[config.mk]
export PLATFORM = sky130hd
export DESIGN_NAME = dlpt_emit
export DESIGN_NICKNAME = d
export VERILOG_FILES = /design/src/hw/rtl/debug_link_packet_transmitter_unit_assert.svh /design/src/hw/rtl/dlpt_pkg.sv /design/src/hw/rtl/dlpt_emit.sv
export SDC_FILE = /design/constraint.sdc
export NUM_CORES = 1
export LEC_CHECK = 0
export BUFFER_PORTS_ARGS = -buffer_cell sky130_fd_sc_hd__buf_2
export CAP_MARGIN = 5
export CORE_AREA = 3 3 66 99
export CTS_CLUSTER_SIZE = 14
export DETAILED_ROUTE_END_ITERATION = 10
export DIE_AREA = 0 0 69 102
export REMOVE_ABC_BUFFERS = 1
export SLEW_MARGIN = 5
export SYNTH_ARGS = -nofsm -noshare
export SYNTH_HDL_FRONTEND = slang
export SYNTH_SLANG_ARGS = --single-unit
export TNS_END_PERCENT = 10
[constraint.sdc]
create_clock -name clk -period 1.7 [get_ports clk]
set_input_delay 0.085 -clock clk [delete_from_list [all_inputs] [get_ports clk]]
set_output_delay 0.085 -clock clk [all_outputs]
set_load 0.01 [all_outputs]
[src/hw/rtl/debug_link_packet_transmitter_unit_assert.svh]
// Assertion macros shared by the debug link packet transmitter.
`ifndef DEBUG_LINK_PACKET_TRANSMITTER_UNIT_ASSERT_SVH
`define DEBUG_LINK_PACKET_TRANSMITTER_UNIT_ASSERT_SVH
`ifndef NO_ASSERTIONS
// Antecedent and consequent in the same cycle.
`define DLPT_ASSERT_NOW(lbl, clk, rst, ante, cons) \
  lbl: assert property (@(posedge clk) disable iff (rst) (ante) |-> (cons)) \
    else $error("dlpt assertion failed");
// Consequent in the cycle after the antecedent.
`define DLPT_ASSERT_NEXT(lbl, clk, rst, ante, cons) \
  lbl: assert property (@(posedge clk) disable iff (rst) (ante) |=> (cons)) \
    else $error("dlpt assertion failed");
`else
`define DLPT_ASSERT_NOW(lbl, clk, rst, ante, cons)
`define DLPT_ASSERT_NEXT(lbl, clk, rst, ante, cons)
`endif
`endif

[src/hw/rtl/dlpt_pkg.sv]
`timescale 1ns / 1ps
package dlpt_pkg;

  localparam int MAX_PAYLOAD_DEF = 1024;

  // Request commands.
  localparam logic [2:0] CMD_BEGIN   = 3'd0;
  localparam logic [2:0] CMD_PAYLOAD = 3'd1;
  localparam logic [2:0] CMD_END     = 3'd2;
  localparam logic [2:0] CMD_LINK    = 3'd3;
  localparam logic [2:0] CMD_TIMEOUT = 3'd4;
  localparam logic [2:0] CMD_REPLAY  = 3'd5;

  // Result events.
  localparam logic [2:0] EV_BYTE     = 3'd0;
  localparam logic [2:0] EV_ACK      = 3'd1;
  localparam logic [2:0] EV_TIMEOUT  = 3'd2;
  localparam logic [2:0] EV_RETRY    = 3'd3;
  localparam logic [2:0] EV_OVERFLOW = 3'd4;
  localparam logic [2:0] EV_REFUSED  = 3'd5;

  // Packet kinds.
  localparam logic [1:0] KIND_PLAIN  = 2'd0;
  localparam logic [1:0] KIND_BINARY = 2'd1;
  localparam logic [1:0] KIND_NOTIFY = 2'd2;

  // Configuration register indexes.
  localparam logic CFG_NOACK = 1'b0;
  localparam logic CFG_RETRY = 1'b1;

  localparam logic [7:0] RETRY_LIMIT_RST = 8'd4;

  // Link characters.
  localparam logic [7:0] CH_ESCAPE = 8'h7D;
  localparam logic [7:0] CH_HASH   = 8'h23;
  localparam logic [7:0] CH_DOLLAR = 8'h24;
  localparam logic [7:0] CH_STAR   = 8'h2A;
  localparam logic [7:0] CH_PCT    = 8'h25;
  localparam logic [7:0] CH_PLUS   = 8'h2B;
  localparam logic [7:0] CH_MINUS  = 8'h2D;
  localparam logic [7:0] ESC_MASK  = 8'h20;

  typedef enum logic [3:0] {
    PH_IDLE   = 4'b0001,
    PH_BUILD  = 4'b0010,
    PH_WAIT   = 4'b0100,
    PH_REPLAY = 4'b1000
  } phase_t;

  typedef enum logic [4:0] {
    SK_NONE = 5'b00001,
    SK_BODY = 5'b00010,
    SK_ESC  = 5'b00100,
    SK_SUM1 = 5'b01000,
    SK_SUM2 = 5'b10000
  } skip_t;

  typedef struct packed {
    logic [2:0] command;
    logic [7:0] data_byte;
    logic [1:0] packet_kind;
  } cmd_t;

  typedef struct packed {
    logic [2:0] event_res;
    logic [7:0] tx_byte;
    logic       last;
  } res_t;

  typedef struct packed {
    logic [2:0] event_res;
    logic [7:0] tx_byte;
  } entry_t;

  // Up to three results caused by one request.
  typedef struct packed {
    logic [1:0]       n;
    entry_t [2:0]     e;
  } group_t;

  function automatic logic [7:0] hex_digit(input logic [3:0] d);
    if (d < 4'd10) begin
      return 8'h30 + {4'h0, d};
    end else begin
      return 8'h57 + {4'h0, d};
    end
  endfunction

  function automatic logic must_escape(input logic [7:0] b);
    return (b == CH_HASH) || (b == CH_DOLLAR) || (b == CH_ESCAPE) || (b == CH_STAR);
  endfunction

endpackage

[src/hw/rtl/dlpt_emit.sv]
`timescale 1ns / 1ps
module dlpt_emit (
  input  logic             clk,
  input  logic             rst,
  input  logic             load,
  input  dlpt_pkg::group_t grp_in,
  output logic             free,
  output logic             res_valid,
  input  logic             res_stall,
  output dlpt_pkg::res_t   res
);

  dlpt_pkg::group_t grp;
  logic [1:0]       idx;
  logic             busy;
  logic             take;
  logic             last_now;

  assign take      = busy && !res_stall;
  assign last_now  = (idx == grp.n - 2'd1);
  assign free      = !busy || (take && last_now);
  assign res_valid = busy;
  assign res       = '{grp.e[idx].event_res, grp.e[idx].tx_byte, last_now};

  always_ff @(posedge clk) begin
    if (rst) begin
      busy <= 1'b0;
      idx  <= '0;
    end else if (load && grp_in.n != 2'd0) begin
      busy <= 1'b1;
      idx  <= '0;
    end else if (take) begin
      if (last_now) begin
        busy <= 1'b0;
      end else begin
        idx <= idx + 1'b1;
      end
    end
  end

  always_ff @(posedge clk) begin
    if (load) begin
      grp <= grp_in;
    end
  end

endmodule

==> results of run 1 <==
worst max-delay path, cell delays in order (launching register included):
cell	delay, ns
edfxtp_1	0.45
xnor2_2	0.24
mux2i_2	0.30
a21o_1	0.15
buf_2	0.12
flip-flops by register name (all words and copies together), names as in the netlist:
| name | flops |
|---|---|
| grp | 35 |
| idx | 2 |
| res_valid | 1 |
final timing paths:
path | slack (ns) | depth (start not counted) | end
hold / removal | 0.12 | 3 | idx[0]$_SDFFE_PP0P_
setup / recovery | 0.09 | 4 | free
setup reg to reg | 0.43 | 3 | idx[0]$_SDFFE_PP0P_
hold reg to reg | 0.53 | 2 | res_valid$_SDFFE_PP0P_
power by group through the flow:
stage	registers, W	logic, W	clock network, W
floorplan	0.00114	0.0000623	0
global placement	0.00114	0.000172	0
detailed placement	0.00114	0.000173	0
CTS	0.00112	0.000238	0.000584
global route	0.00113	0.000261	0.000626
finish	0.00112	0.000237	0.000551
synthesized netlist by cell type:
cell type,n,area [um2]
mux2i_1,12,120
buf_4,1,7.51
nand2_1,11,41.3
dfxtp_1,3,60.1
nor2_1,3,11.3
a2111o_1,1,11.3
a21boi_1,1,7.51
nor2b_1,1,6.26
or2_0,1,6.26
clkbuf_1,2,7.51
nand2b_1,2,12.5
edfxtp_1,35,1050
o21ai_0,13,65.1
buf_6,1,11.3
inv_1,3,11.3
o221a_2,1,11.3
a211oi_1,1,7.51
a21o_1,1,7.51
o21a_1,1,7.51
buf_2,1,5.00
a21oi_1,1,5.00
nand3b_1,1,7.51
xnor2_1,1,8.76
and2_1,1,6.26
layout make-up:
cell class,count,area share
multi-input combinational,53,0.152
clock buffer,5,0.0295
tap,72,0.0386
inverter,3,0.00483
timing repair buffer,94,0.293
clock inverter,3,0.00483
sequential,38,0.478
metal layers:
layer	share of wire	vias to the layer above	GRT usage	wire (um)
met2	0.57	31	0.179	1830
met5	0	-	0	0
met3	0.041	4	0.0197	132
li1	-	554	-	-
met4	0.024	0	0.0632	76
met1	0.36	484	0.0928	1160
cells by family (layout without fill, tap and decap cells):
logic type,after synthesis,in the layout,synth area share
AO/OA/AOI/OAI,20,20,0.0819
flip-flops,38,38,0.742
XOR/XNOR,1,1,0.00585
multiplexers,12,12,0.0803
buffers and inverters,8,105,0.0284
AND/OR/NAND/NOR,20,20,0.0610
through the flow:
stage	setup WS [ns]	instances
global placement	0.335	224
CTS	0.0285	268
finish	0.0897	268
floorplan	0.297	94
detailed placement	0.352	224
global route	-0.0182	268
what timing repair did:
item                       4_1_cts  5_1_grt
hold buffers                    36        0
hold endpoints to repair        36        0
setup endpoints to repair        0        6
resized for setup                0        5
==> results.sh, run 1 <==
export IMPL_status="completed"
export IMPL_synth_seq_cells=38
export IMPL_setup_violations=0
export IMPL_period_share=0.947
export IMPL_worstMarginPinSlew_ns=0.316
export IMPL_skew_ns=0.00482
export IMPL_clkTransAtPathRegs_ns=0.07
export IMPL_hold_viol=0
export IMPL_ant_nets=0
export IMPL_start_util=0.259
export IMPL_timing_hold_ws_ns=0.122
export IMPL_pin_count=53
export IMPL_die_h_um=102
export IMPL_design_area_mm2=0.00233
export IMPL_grt_usage=0.0948
export IMPL_final_net_count=234
export IMPL_finalWorstPathRequiredPeriod_ns=1.61
export IMPL_path_class="flop to primary output"
export IMPL_slew_headroom=0.789
export IMPL_diodes=0
export IMPL_arrival_ns=1.53
export IMPL_core_mm2=0.00579
export IMPL_first_iter_violations=32
export IMPL_grt_pass1_vias=1122
export IMPL_end_kind="primary output"
export IMPL_cap_violations=0
export IMPL_cts_tree="built"
export IMPL_first_pass_iters=3
export IMPL_netlist_area_mm2=0.00150
export IMPL_routabilityCongestion=0.768
export IMPL_htree_levels=2
export IMPL_grt_max_degree=26
export IMPL_avgSynthCellArea_um2=15.1
export IMPL_post_route_drc_count=0
export IMPL_io_buffers=52
export IMPL_finalSetupTns_ns=0
export IMPL_post_drt_via_cell_ratio=4.00
export IMPL_hold_path_class="input port to flop"
export IMPL_final_cell_mix="52 x buf_2, 36 x dlygate4sd3_1, 35 x edfxtp_1"
export IMPL_die_area_mm2=0.00704
export IMPL_core_rowCount=34
export IMPL_vias=1073
export IMPL_clkLatencyLatePin_ns=0.28
export IMPL_die_w_um=69
export IMPL_power_share_sequential=0.587
export IMPL_cellPowerDensity_mw_per_mm2=819
export IMPL_required_ns=1.62
export IMPL_swShare=0.208
export IMPL_switchingPower_w=0.000397
export IMPL_cts_sinks=38
export IMPL_cp_max_fo=3
export IMPL_p_int_w=0.00151
export IMPL_grt_overflow=0
export IMPL_syn_inst=99
export IMPL_crit_path_start_kind="flop"
export IMPL_cts_buffers=5
export IMPL_layout_drive_gt1_share=0.347
export IMPL_area_growth_synth_to_final_pct=55.8
export IMPL_crit_start="grp[34]$_DFFE_PP_"
export IMPL_routed_wl_mm=3.19
export IMPL_combPwrFrac=0.124
export IMPL_multiInputGateArea_um2=354
export IMPL_rsz0062_at_grt="true"
export IMPL_max_freq_mhz=621
export IMPL_finalMaxSlewViolations=0
export IMPL_p_total_w=0.00191
export IMPL_ys_seq_area_frac=0.742
export IMPL_ys_warn_count=0
export IMPL_layout_cells_most_common="buf_2"
export IMPL_p_leak_nw=0.903
export IMPL_seqCellArea_mm2=0.00111
export IMPL_post_cts_buffers=0
export IMPL_antenna_found_initial=0
export IMPL_dpl_cell_area_mm2=0.00187
export IMPL_wl_per_cell_um=11.9
export IMPL_worstReg2RegStart="grp[33]$_DFFE_PP_"
export IMPL_clock_path_buffers=2
export IMPL_grt_pass1_wl_mm=5.01
export IMPL_cts_root_buf="clkbuf_8"
export IMPL_dp_hpwl_mm=2.22
export IMPL_worstHoldStart="res_stall"
export IMPL_max_vdd_ir_drop_mv=0.383
export IMPL_p_clk_frac=0.288
export IMPL_nFillCells=559
export IMPL_yosysUniqueCellTypes=24
export IMPL_fin_util=0.403
Power figures use the tool's default switching activity.
==> inputs of run 2 (changes only) <==
--- a/config.mk
+++ b/config.mk
@@ -5,12 +5,14 @@
 export SDC_FILE = /design/constraint.sdc
 export NUM_CORES = 1
 export LEC_CHECK = 0
+export ABC_CLOCK_PERIOD_IN_PS = 1700
 export BUFFER_PORTS_ARGS = -buffer_cell sky130_fd_sc_hd__buf_2
-export CAP_MARGIN = 5
-export CORE_AREA = 3 3 66 99
+export CAP_MARGIN = 10
+export CORE_AREA = 3 3 50 75
 export CTS_CLUSTER_SIZE = 14
 export DETAILED_ROUTE_END_ITERATION = 10
-export DIE_AREA = 0 0 69 102
+export DIE_AREA = 0 0 53 78
+export PLACE_DENSITY = 0.75
 export REMOVE_ABC_BUFFERS = 1
 export SLEW_MARGIN = 5
 export SYNTH_ARGS = -nofsm -noshare
==> results.sh, run 2 (synthesized netlist as in run 1, its figures left out) <==
export IMPL_max_vdd_ir_drop_mv=0.710
export IMPL_cellPowerDensity_mw_per_mm2=849
export IMPL_cts_root_buf="clkbuf_8"
export IMPL_combPwrFrac=0.121
export IMPL_ant_nets=0
export IMPL_routabilityCongestion=0.737
export IMPL_pin_count=53
export IMPL_finalWorstPathRequiredPeriod_ns=1.61
export IMPL_core_mm2=0.00316
export IMPL_dpl_cell_area_mm2=0.00183
export IMPL_post_drt_via_cell_ratio=4.76
export IMPL_final_cell_mix="52 x buf_2, 35 x edfxtp_1, 34 x dlygate4sd3_1"
export IMPL_status="completed"
export IMPL_die_area_mm2=0.00413
export IMPL_post_cts_buffers=0
export IMPL_diodes=0
export IMPL_crit_path_start_kind="flop"
export IMPL_arrival_ns=1.53
export IMPL_finalMaxSlewViolations=0
export IMPL_wl_met2_mm=1.80
export IMPL_dr_wl_met3_um=143
export IMPL_p_clk_frac=0.291
export IMPL_fin_ws_ns=0.0875
export IMPL_dp_hpwl_mm=2.10
export IMPL_post_route_drc_count=0
export IMPL_worstMarginPinSlew_ns=0.323
export IMPL_first_pass_iters=4
export IMPL_layout_drive_gt1_share=0.347
export IMPL_clkLatencyLatePin_ns=0.28
export IMPL_hold_viol=0
export IMPL_antenna_found_initial=0
export IMPL_timing_hold_ws_ns=0.00567
export IMPL_p_leak_nw=0.892
export IMPL_grt_pass1_vias=1147
export IMPL_grt_pass1_wl_mm=5.10
export IMPL_skew_ns=0.00357
export IMPL_place_ws_ns=0.251
export IMPL_path_class="flop to primary output"
export IMPL_route_top_layer_used="met4"
export IMPL_cp_max_fo=3
export IMPL_max_freq_mhz=620
export IMPL_first_iter_violations=34
export IMPL_area_growth_synth_to_final_pct=50.8
export IMPL_routed_wl_mm=3.17
export IMPL_clock_path_buffers=2
export IMPL_end_kind="primary output"
export IMPL_switchingPower_w=0.000400
export IMPL_required_ns=1.62
export IMPL_clkTransAtPathRegs_ns=0.07
export IMPL_final_net_count=231
export IMPL_die_w_um=53
export IMPL_top_register="grp"
export IMPL_slew_headroom=0.785
export IMPL_cts_buffers=5
export IMPL_grt_overflow=0
export IMPL_die_h_um=78
export IMPL_io_buffers=52
export IMPL_largest_reg_flops=35
export IMPL_wl_per_cell_um=13.6
export IMPL_grt_usage=0.173
export IMPL_finalSetupTns_ns=0
export IMPL_design_area_mm2=0.00226
export IMPL_cap_violations=0
export IMPL_setup_violations=0
export IMPL_p_int_w=0.00152
export IMPL_htree_levels=2
export IMPL_grt_max_degree=25
export IMPL_swShare=0.209
export IMPL_period_share=0.949
export IMPL_start_util=0.474
export IMPL_hold_path_class="input port to flop"
export IMPL_power_share_sequential=0.587
export IMPL_vias=1110
export IMPL_wl_met1_mm=1.16
export IMPL_cts_tree="built"
export IMPL_layout_cells_most_common="buf_2"
export IMPL_cts_sinks=38
export IMPL_core_rowCount=25
==> run 2: worst paths after layout <==
check / start / endpoint / slack (ns) / depth (start not counted)
worst min register to register: res_valid$_SDFFE_PP0P_ / res_valid$_SDFFE_PP0P_ / 0.56 / 2
worst max register to register: grp[33]$_DFFE_PP_ / idx[0]$_SDFFE_PP0P_ / 0.36 / 3
worst max-delay path: grp[34]$_DFFE_PP_ / free / 0.09 / 4
worst min-delay path: grp_in[33] / grp[33]$_DFFE_PP_ / 0.006 / 1
==> run 2: power groups by stage <==
stage / logic, W / registers [W] / clock network [W]
floorplan: 0.0000623 / 0.00114 / 0
global placement: 0.000165 / 0.00114 / 0
detailed placement: 0.000170 / 0.00115 / 0
CTS: 0.000231 / 0.00113 / 0.000572
global route: 0.000256 / 0.00113 / 0.000612
finish: 0.000232 / 0.00113 / 0.000558
==> run 2: final cells by class <==
class                      instances  area, um2
clock buffer                       6       72.6
timing repair buffer              91        651
clock inverter                     2       8.76
tap                               40       50.0
multi-input combinational         53        350
sequential                        38       1110
inverter                           3       11.3
fill                             217        902
==> run 2: through the flow <==
stage | cells | util | power, W
after floorplan | 94 | - | 0.00120
after global placement | 191 | 0.578 | 0.00131
after detailed placement | 191 | 0.578 | 0.00132
after CTS | 233 | 0.712 | 0.00193
after global routing | 233 | 0.714 | 0.00200
final | 233 | 0.714 | 0.00192
==> run 2: timing repair <==
action | CTS | global route
setup endpoints to repair | 1 | 8
endpoints found under the hold margin | 34 | 0
hold buffers | 34 | 0
gates resized for setup | 1 | 2
pin swaps | 0 | 0
==> run 2: layer usage <==
layer / up-vias / track usage
met5: - / 0
met2: 29 / 0.295
met1: 523 / 0.192
met4: 0 / 0.0742
met3: 8 / 0.0518
li1: 550 / -
==> run 2: worst max-delay path: stages, from the launching register on <==
cell and delay [ns]:
edfxtp_1 0.44, xnor2_2 0.21, mux2i_1 0.32, a21o_1 0.16, buf_2 0.12
